===== config.mk =====
export PLATFORM = sky130hd
export DESIGN_NAME = wwsm_out_reg
export DESIGN_NICKNAME = d
export VERILOG_FILES = /design/src/design/wwsm_pkg.sv /design/src/design/wwsm_out_reg.sv
export SDC_FILE = /design/constraint.sdc
export NUM_CORES = 1
export LEC_CHECK = 0
export BUFFER_PORTS_ARGS = -buffer_cell sky130_fd_sc_hd__buf_4
export CORE_MARGIN = 2
export CORE_UTILIZATION = 41
export DETAILED_ROUTE_END_ITERATION = 8
export PLACE_DENSITY = 0.77
export SYNTH_ARGS = -nofsm -noshare
export SYNTH_HDL_FRONTEND = slang
export SYNTH_SLANG_ARGS = --single-unit

===== constraint.sdc =====
create_clock -name clk -period 0.95 [get_ports clk]
set_clock_uncertainty 0.15 [all_clocks]
set_input_delay 0.19 -clock clk [delete_from_list [all_inputs] [get_ports clk]]
set_output_delay 0.19 -clock clk [all_outputs]
set_load 0.01 [all_outputs]

===== src/design/wwsm_pkg.sv =====
// Shared types and constants for the windowed working-set monitor.
// Used by wwsm_out_reg and the top-level module; no dependencies.
package wwsm_pkg;

  localparam int CNT_W   = 24;
  localparam int WIN_W   = 32;
  localparam int ADDR_W  = 32;
  localparam int KIND_W  = 3;
  localparam int NBLOCKS = 32;
  localparam int BLK_W   = 5;

  localparam int DEF_ADDR_BITS  = 32;
  localparam int DEF_PAGE_OFS_W = 12;
  localparam int DEF_BLK_LSB    = 27;

  localparam logic [CNT_W-1:0] WLEN_RESET = 24'd100000;

  // access kinds at or below ACC_WRITE are data references, above ACC_OTHER invalid
  localparam logic [KIND_W-1:0] ACC_WRITE = 3'd2;
  localparam logic [KIND_W-1:0] ACC_OTHER = 3'd3;

  typedef enum logic [1:0] {
    REC_SUMMARY = 2'd0,
    REC_BLOCK   = 2'd1,
    REC_ERROR   = 2'd2
  } rec_kind_t;

  typedef struct packed {
    logic [ADDR_W-1:0] address;
    logic [KIND_W-1:0] access_kind;
  } in_item_t;

  typedef struct packed {
    rec_kind_t         record_kind;
    logic [WIN_W-1:0]  window_number;
    logic [BLK_W-1:0]  block_index;
    logic [CNT_W-1:0]  count_value;
    logic [CNT_W-1:0]  data_total;
    logic              last_record;
  } out_item_t;

endpackage


===== src/design/wwsm_out_reg.sv =====
// Output register for result items: holds one item until the receiver takes it.
// Depends on wwsm_pkg.
module wwsm_out_reg
  import wwsm_pkg::*;
(
  input  logic      clk,
  input  logic      rst_n,
  input  logic      load,
  input  out_item_t load_item,
  output logic      free,
  output logic      out_valid,
  input  logic      out_stall,
  output out_item_t out_item
);

  logic      valid_r;
  out_item_t item_r;

  // slot may be refilled in the same cycle that the held item leaves
  assign free      = !valid_r || !out_stall;
  assign out_valid = valid_r;
  assign out_item  = item_r;

  always_ff @(posedge clk) begin
    if (!rst_n) begin
      valid_r <= 1'b0;
    end else if (load) begin
      valid_r <= 1'b1;
    end else if (!out_stall) begin
      valid_r <= 1'b0;
    end
    if (load) begin
      item_r <= load_item;
    end
  end

endmodule


After elaboration in Yosys (flattened, before gate mapping)
Index checks and enable logic that the tools add are counted.

Bits in registers: 89. Input port bits: 92.

Reduce and logical (&&, ||, !) cells: 3. Equality and inequality tests: 1. Muxes and demuxes: 2.

Operators by type and width (count): 1-bit logical NOT (2); 1-bit two-way mux (2); 2-bit != test, second input constant (1); 1-bit logical OR (1).

Depth between registers and ports, before layout
Gate-level depths: netlist of the first run.

Depth after elaboration: 2. Gate-level depth with buffers: 2.

Least setup slack after synthesis of the first run
Ideal clock, no wire load.

Kind: flip-flop to output port. Start: reg valid_r, in the netlist out_valid. End: out free. Path buffers: 0. Arrival: 0.477 ns. Data required time: 0.610 ns. Path slack: 0.133 ns. Stages on the path, launching flop included: 2. Cells stage by stage: dfxtp_1 -> nand2_1.

Longest elaborated chain between the ends: 2.

Ends and longest elaborated chain: start, declared (RTL line wwsm_out_reg.sv:16) `logic valid_r;`; start signal, assigned (RTL line wwsm_out_reg.sv:26) `valid_r <= 1'b0;`; start signal, assigned (RTL line wwsm_out_reg.sv:28) `valid_r <= 1'b1;`; start signal, assigned (RTL line wwsm_out_reg.sv:30) `valid_r <= 1'b0;`; 1-bit logical NOT (RTL line wwsm_out_reg.sv:20) `assign free = !valid_r || !out_stall;`; 1-bit logical OR (RTL line wwsm_out_reg.sv:20); end, declared (RTL line wwsm_out_reg.sv:10) `output logic free,`.

Every way passes these cells.

Final worst setup path of the first run
Start: reg item_r (netlist bit out_item[18]). End: out out_item[18] in the netlist's numbering.

RTL lines: start, declared (RTL line wwsm_out_reg.sv:17) `out_item_t item_r;`; start signal, assigned (RTL line wwsm_out_reg.sv:33) `item_r <= load_item;`; end, declared (RTL line wwsm_out_reg.sv:13) `output out_item_t out_item`.

No word-level cell between the ends.

==> results of run 1 <==
-- power by group --
group / switching, uW / total, uW / internal (uW) / leakage [uW]
Combinational: 522 / 1540 / 1020 / 0.00139
Sequential: 165 / 4830 / 4660 / 0.000870
Clock: 1280 / 2480 / 1200 / 0.0000897
-- logic make-up after synthesis --
family / synth area share (%)
AND/OR/NAND/NOR: 0.374
flip-flops: 99.4
AO/OA/AOI/OAI: 0.187
-- flip-flops by register name, summed over array words and instances (netlist names) --
name / flops
out_valid: 1
out_item: 88
-- worst paths after layout --
path | start | end | slack (ns) | cells past startpoint
worst max-delay path | out_item[18] | out_item[18] | -0.33 | 1
worst min-delay path | out_stall | out_valid | 0.02 | 3
worst max register to register | out_valid | out_valid | 0.16 | 2
worst min register to register | out_valid | out_valid | 0.42 | 2
-- layer usage --
layer	GRT usage (%)	up-vias	share of wire, %
li1	-	942	-
met1	26.3	1012	34
met2	45.7	129	54
met3	7.68	19	8.6
met4	10.8	0	2.5
met5	0	-	0
-- through the flow --
stage / util (%) / cell area [sq um] / TNS [ns] / power [uW]
6_report: 88.4 / 5610 / -23.86 / 8850
5_1_grt: 88.4 / 5610 / -27.24 / 9160
4_1_cts: 86.6 / 5500 / -24.02 / 8730
3_5_place_dp: 66.2 / 4200 / -5.62 / 5860
3_3_place_gp: 66.2 / 4200 / -4.97 / 5840
2_1_floorplan: - / 2680 / 0 / 5000
-- area by class of cell --
cell class / count / area [sq um] / share of cell area [%]
clock inverter: 6 / 58.8 / 1.05
multi-input combinational: 3 / 17.5 / 0.312
sequential: 89 / 2660 / 47.5
timing repair buffer: 276 / 2650 / 47.2
tap: 77 / 96.3 / 1.72
clock buffer: 10 / 128 / 2.27
-- what timing repair did --
action | CTS | global route
gates resized for setup | 60 | 29
hold buffers | 89 | 0
endpoints found under the hold margin | 89 | 0
cloned | 0 | 0
endpoints found under the setup margin | 90 | 90
-- cells in the final DEF, fill, tap and decap left out, drive strengths merged --
cell / instances
nor2b: 1
a21oi: 1
edfxtp: 88
buf: 187
clkinv: 3
dfxtp: 1
clkbuf: 10
bufinv: 1
nand2: 1
dlygate4sd3: 89
clkinvlp: 2
==> reports/results.tsv, run 1 <==
stage	metric	value	unit
placed_design	pre_cts_slack	-0.0786	ns
critical_path	criticalPathCategory	reg -> out	
synthesis	synthArstFlopShare	0	%
floorplan	placeableCoreArea	0.00635	sq mm
critical_path	cp-start-kind	flop	
status	status	finished, violations left	
layout	area_growth	110	%
routing	wl_per_cell	19.3	um
worst_hold_path	min_path_type	in -> reg	
layout	fin_cells	461	
layout	final_nets	471	
sta	fin_ws	-0.325	ns
routing	wl	8880	um
synthesis	synth_cells	92	
synthesis	synth_fp_nets	184	
synthesis	ys_ff_latch	89	
sta	fin_hold_ws	0.0159	ns
clock_tree	clk_pin_slew	0.09	ns
grt	antenna_found_initial	0	
critical_path	path_cells	buf_6	
layout	drive_gt1_share	52.9	%
grt	grt_max_degree	32	
grt	overflow	0	
grt	grt_pass1_wl	12900	um
synthesis	avgSynthCellArea	29.1	sq um
sta	slew_headroom	88.7	%
critical_path	crit_family	flip-flops	
sta	min_period	1.28	ns
synthesis	syn-cell-area	0.00268	sq mm
sta	slew_viol_final	0	
floorplan	ios	182	
job	cap_violations	0	
grt	grt_pass1_vias	2359	
floorplan	die_h	84.8	um
pwr	leakage	0.00235	uW
placed_design	placed_cells	356	
sta	rsz0062_at_grt	yes	
routing	drt_iter0_markers	74	
synthesis	ys.warnings.count	0	
routing	viasPerCell	4.56	
floorplan	die-area	0.00719	sq mm
synthesis	synth_top_area_share	98.7	%
routing	drt_drc_violations_left	0	
placed_design	portBuffers	181	
floorplan	row_count	29	
pwr	p_per_area	1580	mW/mm^2
critical_path	cpMaxStageDelayCell	edfxtp_1	
clock_tree	htreeDepth	3	
routing	vias	2102	
synthesis	synth_edf_count	88	
floorplan	initial_utilization	42.2	%
floorplan	die_w	84.8	um
synthesis	synthTopCellsByArea	edfxtp_1, dfxtp_1, nor2b_1	
routing	antenna_left	0	
sta	fmax	784	MHz
sta	post-route-period-util	134	%
synthesis	synth.top_cells.by_count	edfxtp_1, a21oi_1, dfxtp_1, nand2_1, nor2b_1	
placed_design	place_congestion	0.709	
synthesis	synth_top_area_cell	edfxtp_1	
critical_path	arrival	0.94	ns
status	failed_checks	setup timing	
critical_path	cp-end-kind	output port	
pwr	peakVddDrop	0.00119	V
critical_path	required	0.61	ns
layout	final.fill_count	251	
clock_tree	clk_latency	0.34	ns
synthesis	synth-seq-area-share	99.4	%
clock_tree	clock-sinks	89	
grt	track_usage	24.9	%
clock_tree	tritoncts	done	
sta	hold_viol	0	
critical_path	cp_num_buf_inv	1	
routing	firstDrtPassIters	4	
synthesis	synthFlopType	edfxtp_1	
sta	tightest_slew	0.169	ns
clock_tree	cts_buffers	9	
synthesis	synth_cell_types	5	
clock_tree	postCtsSetupBuffers	0	
clock_tree	cts_buffer_depth	2	
clock_tree	clockRootBuffer	clkbuf_8	
sta	setup_viol	91	
layout	num_antenna_cells	0	
critical_path	worst_path_largest_cell_delay	0.44	ns
synthesis	synthMostInstantiatedCell	edfxtp_1	
critical_path	cp_max_fo	1	
Power figures use the tool's default switching activity.
==> run 2: changes to the inputs <==
- RECOVER_POWER: not set -> 25
==> run 2 against run 1 <==
Net effect:
- the flow still finishes with violations (setup timing)
- sequential cell count did not move
- critical path depth stayed put
- worst hold slack about the same
- power about the same
- first-iteration DRC count up 4.1%
- global-route usage unchanged
- design area is 0.13% lower
- sequential share of layout area rose by 0.064 points
- routed wire length is essentially flat
- setup slack improved by 0.00084 ns
- critical path type unchanged
- largest cell class unchanged
==> reports/results.tsv, run 2 (synthesis results as in run 1) <==
stage	metric	value	unit	change
layout	final_core_util	88.2	%	-0.12 points
routing	wl	8880	um	about the same
worst_hold_path	holdCritStartpoint	out_stall		
placed_design	place_congestion	0.709		unchanged
layout	area_growth	109	%	
sta	hold_viol	0		unchanged
sta	fin_ws	-0.324	ns	+0.000845 ns
placed_design	placedInstanceArea	0.00420	sq mm	unchanged
sta	slew_viol_final	0		unchanged
routing	antenna_left	0		unchanged
sta	rsz0062_at_grt	yes		
critical_path	path_cells	buf_6		
placed_design	placed_cells	356		unchanged
sta	setup_viol	92		+1.1%
status	failed_checks	setup timing		
clock_tree	tritoncts	done		
sta	fin_hold_ws	0.0159	ns	-0.0000566 ns
layout	mostFrequentLayoutCells	buf_4, dlygate4sd3_1, edfxtp_1		
floorplan	placeableCoreArea	0.00635	sq mm	unchanged
layout	final.fill_count	255		+1.6%
clock_tree	htreeDepth	3		unchanged
critical_path	worstSetupStartpoint	out_item[18]		
critical_path	crit_family	flip-flops		
routing	wl_per_cell	19.3	um	about the same
job	cap_violations	0		unchanged
placed_design	portBuffers	181		unchanged
critical_path	worst_path_largest_cell_delay	0.44	ns	about the same
sta	tightest_slew	0.455	ns	+0.286 ns
grt	grt_max_degree	32		unchanged
routing	drt_drc_violations_left	0		unchanged
floorplan	die_w	84.8	um	unchanged
layout	finalInstanceArea	0.00560	sq mm	-0.13%
layout	largest_reg_flops	88		unchanged
clock_tree	clockRootBuffer	clkbuf_8		
sta	fmax	785	MHz	about the same
status	status	finished, violations left		
routing	vias	2103		+0.048%
sta	post-route-period-util	134	%	about the same
clock_tree	cts_buffers	9		unchanged
layout	drive_gt1_share	52.3	%	-0.52 points
clock_tree	cts_buffer_depth	2		unchanged
critical_path	cp-start-kind	flop		
critical_path	required	0.61	ns	about the same
floorplan	die-area	0.00719	sq mm	unchanged
critical_path	r2r-start	out_valid		
grt	track_usage	24.9	%	unchanged
clock_tree	postCtsSetupBuffers	0		unchanged
critical_path	cp_num_buf_inv	1		unchanged
sta	slew_headroom	69.6	%	-19 points
grt	antenna_found_initial	0		unchanged
clock_tree	clk_latency	0.34	ns	about the same
floorplan	die_h	84.8	um	unchanged
placed_design	pre_cts_slack	-0.0786	ns	unchanged
layout	num_antenna_cells	0		unchanged
critical_path	cpMaxStageDelayCell	edfxtp_1		
grt	grt_pass1_vias	2359		unchanged
critical_path	criticalPathCategory	reg -> out		
routing	drt_iter0_markers	77		+4.1%
layout	final_nets	471		unchanged
critical_path	arrival	0.93	ns	about the same
pwr	leakage	0.00235	uW	-0.32%
layout	layout_commonest_cell	buf_4		
grt	overflow	0		unchanged
floorplan	initial_utilization	42.2	%	unchanged
critical_path	cp-end-kind	output port		
routing	firstDrtPassIters	4		unchanged
worst_hold_path	min_path_type	in -> reg		
critical_path	cp_max_fo	1		unchanged
sta	min_period	1.27	ns	-0.000845 ns
floorplan	ios	182		unchanged
grt	grt_pass1_wl	12900	um	unchanged
pwr	p_per_area	1580	mW/mm^2	about the same
routing	viasPerCell	4.56		about the same
layout	fin_cells	461		unchanged
clock_tree	clk_pin_slew	0.09	ns	about the same
pwr	peakVddDrop	0.00119	V	about the same
floorplan	row_count	29		unchanged
clock_tree	clock-sinks	89		unchanged
## run 2: cell count changes in the layout (fill, tap and decap cells not counted), sizes merged
cell | previous run | this run
buf | 187 | 184
clkbuf | 10 | 13
## run 2: worst register-to-register path: stages, from the launching register on
cell and delay [ns]:
dfxtp_2 0.37, a21oi_1 0.07, nor2b_1 0.13
## run 2: area by class of cell
type | count | area, sq um | share of cell area, %
clock buffer | 10 | 128 | 2.28
clock inverter | 6 | 58.8 | 1.05
multi-input combinational | 3 | 17.5 | 0.313
sequential | 89 | 2660 | 47.5
tap | 77 | 96.3 | 1.72
timing repair buffer | 276 | 2640 | 47.1
## run 2: timing repair
action | CTS | global route
hold endpoints to repair | 89 | 0
hold buffers | 89 | 0
resized for setup | 60 | 29
setup endpoints to repair | 90 | 90
## run 2: per-layer routing
| layer | track usage (%) | vias up | wire length, um |
|---|---|---|---|
| li1 | - | 944 | - |
| met2 | 45.7 | 133 | 4850 |
| met1 | 26.3 | 1007 | 3030 |
| met5 | 0 | - | 0 |
| met4 | 10.8 | 0 | 216 |
| met3 | 7.68 | 19 | 784 |
## run 2: worst paths after layout
path	endpoint	slack, ns	cells past startpoint
setup / recovery	out_item[18]	-0.32	1
hold / removal	out_valid	0.02	3
setup reg to reg	out_valid	0.16	2
hold reg to reg	out_valid	0.42	2
## run 2: per-stage QoR
stage | total power (uW) | setup TNS (ns)
2_1_floorplan | 5000 | 0
3_3_place_gp | 5840 | -4.97
3_5_place_dp | 5860 | -5.62
4_1_cts | 8730 | -24.02
5_1_grt | 9160 | -27.29
6_report | 8850 | -23.83
## run 2: power by group
group	internal, uW	total, uW	switching, uW
Sequential	4660	4830	165
Combinational	1010	1530	521
Clock	1200	2480	1280
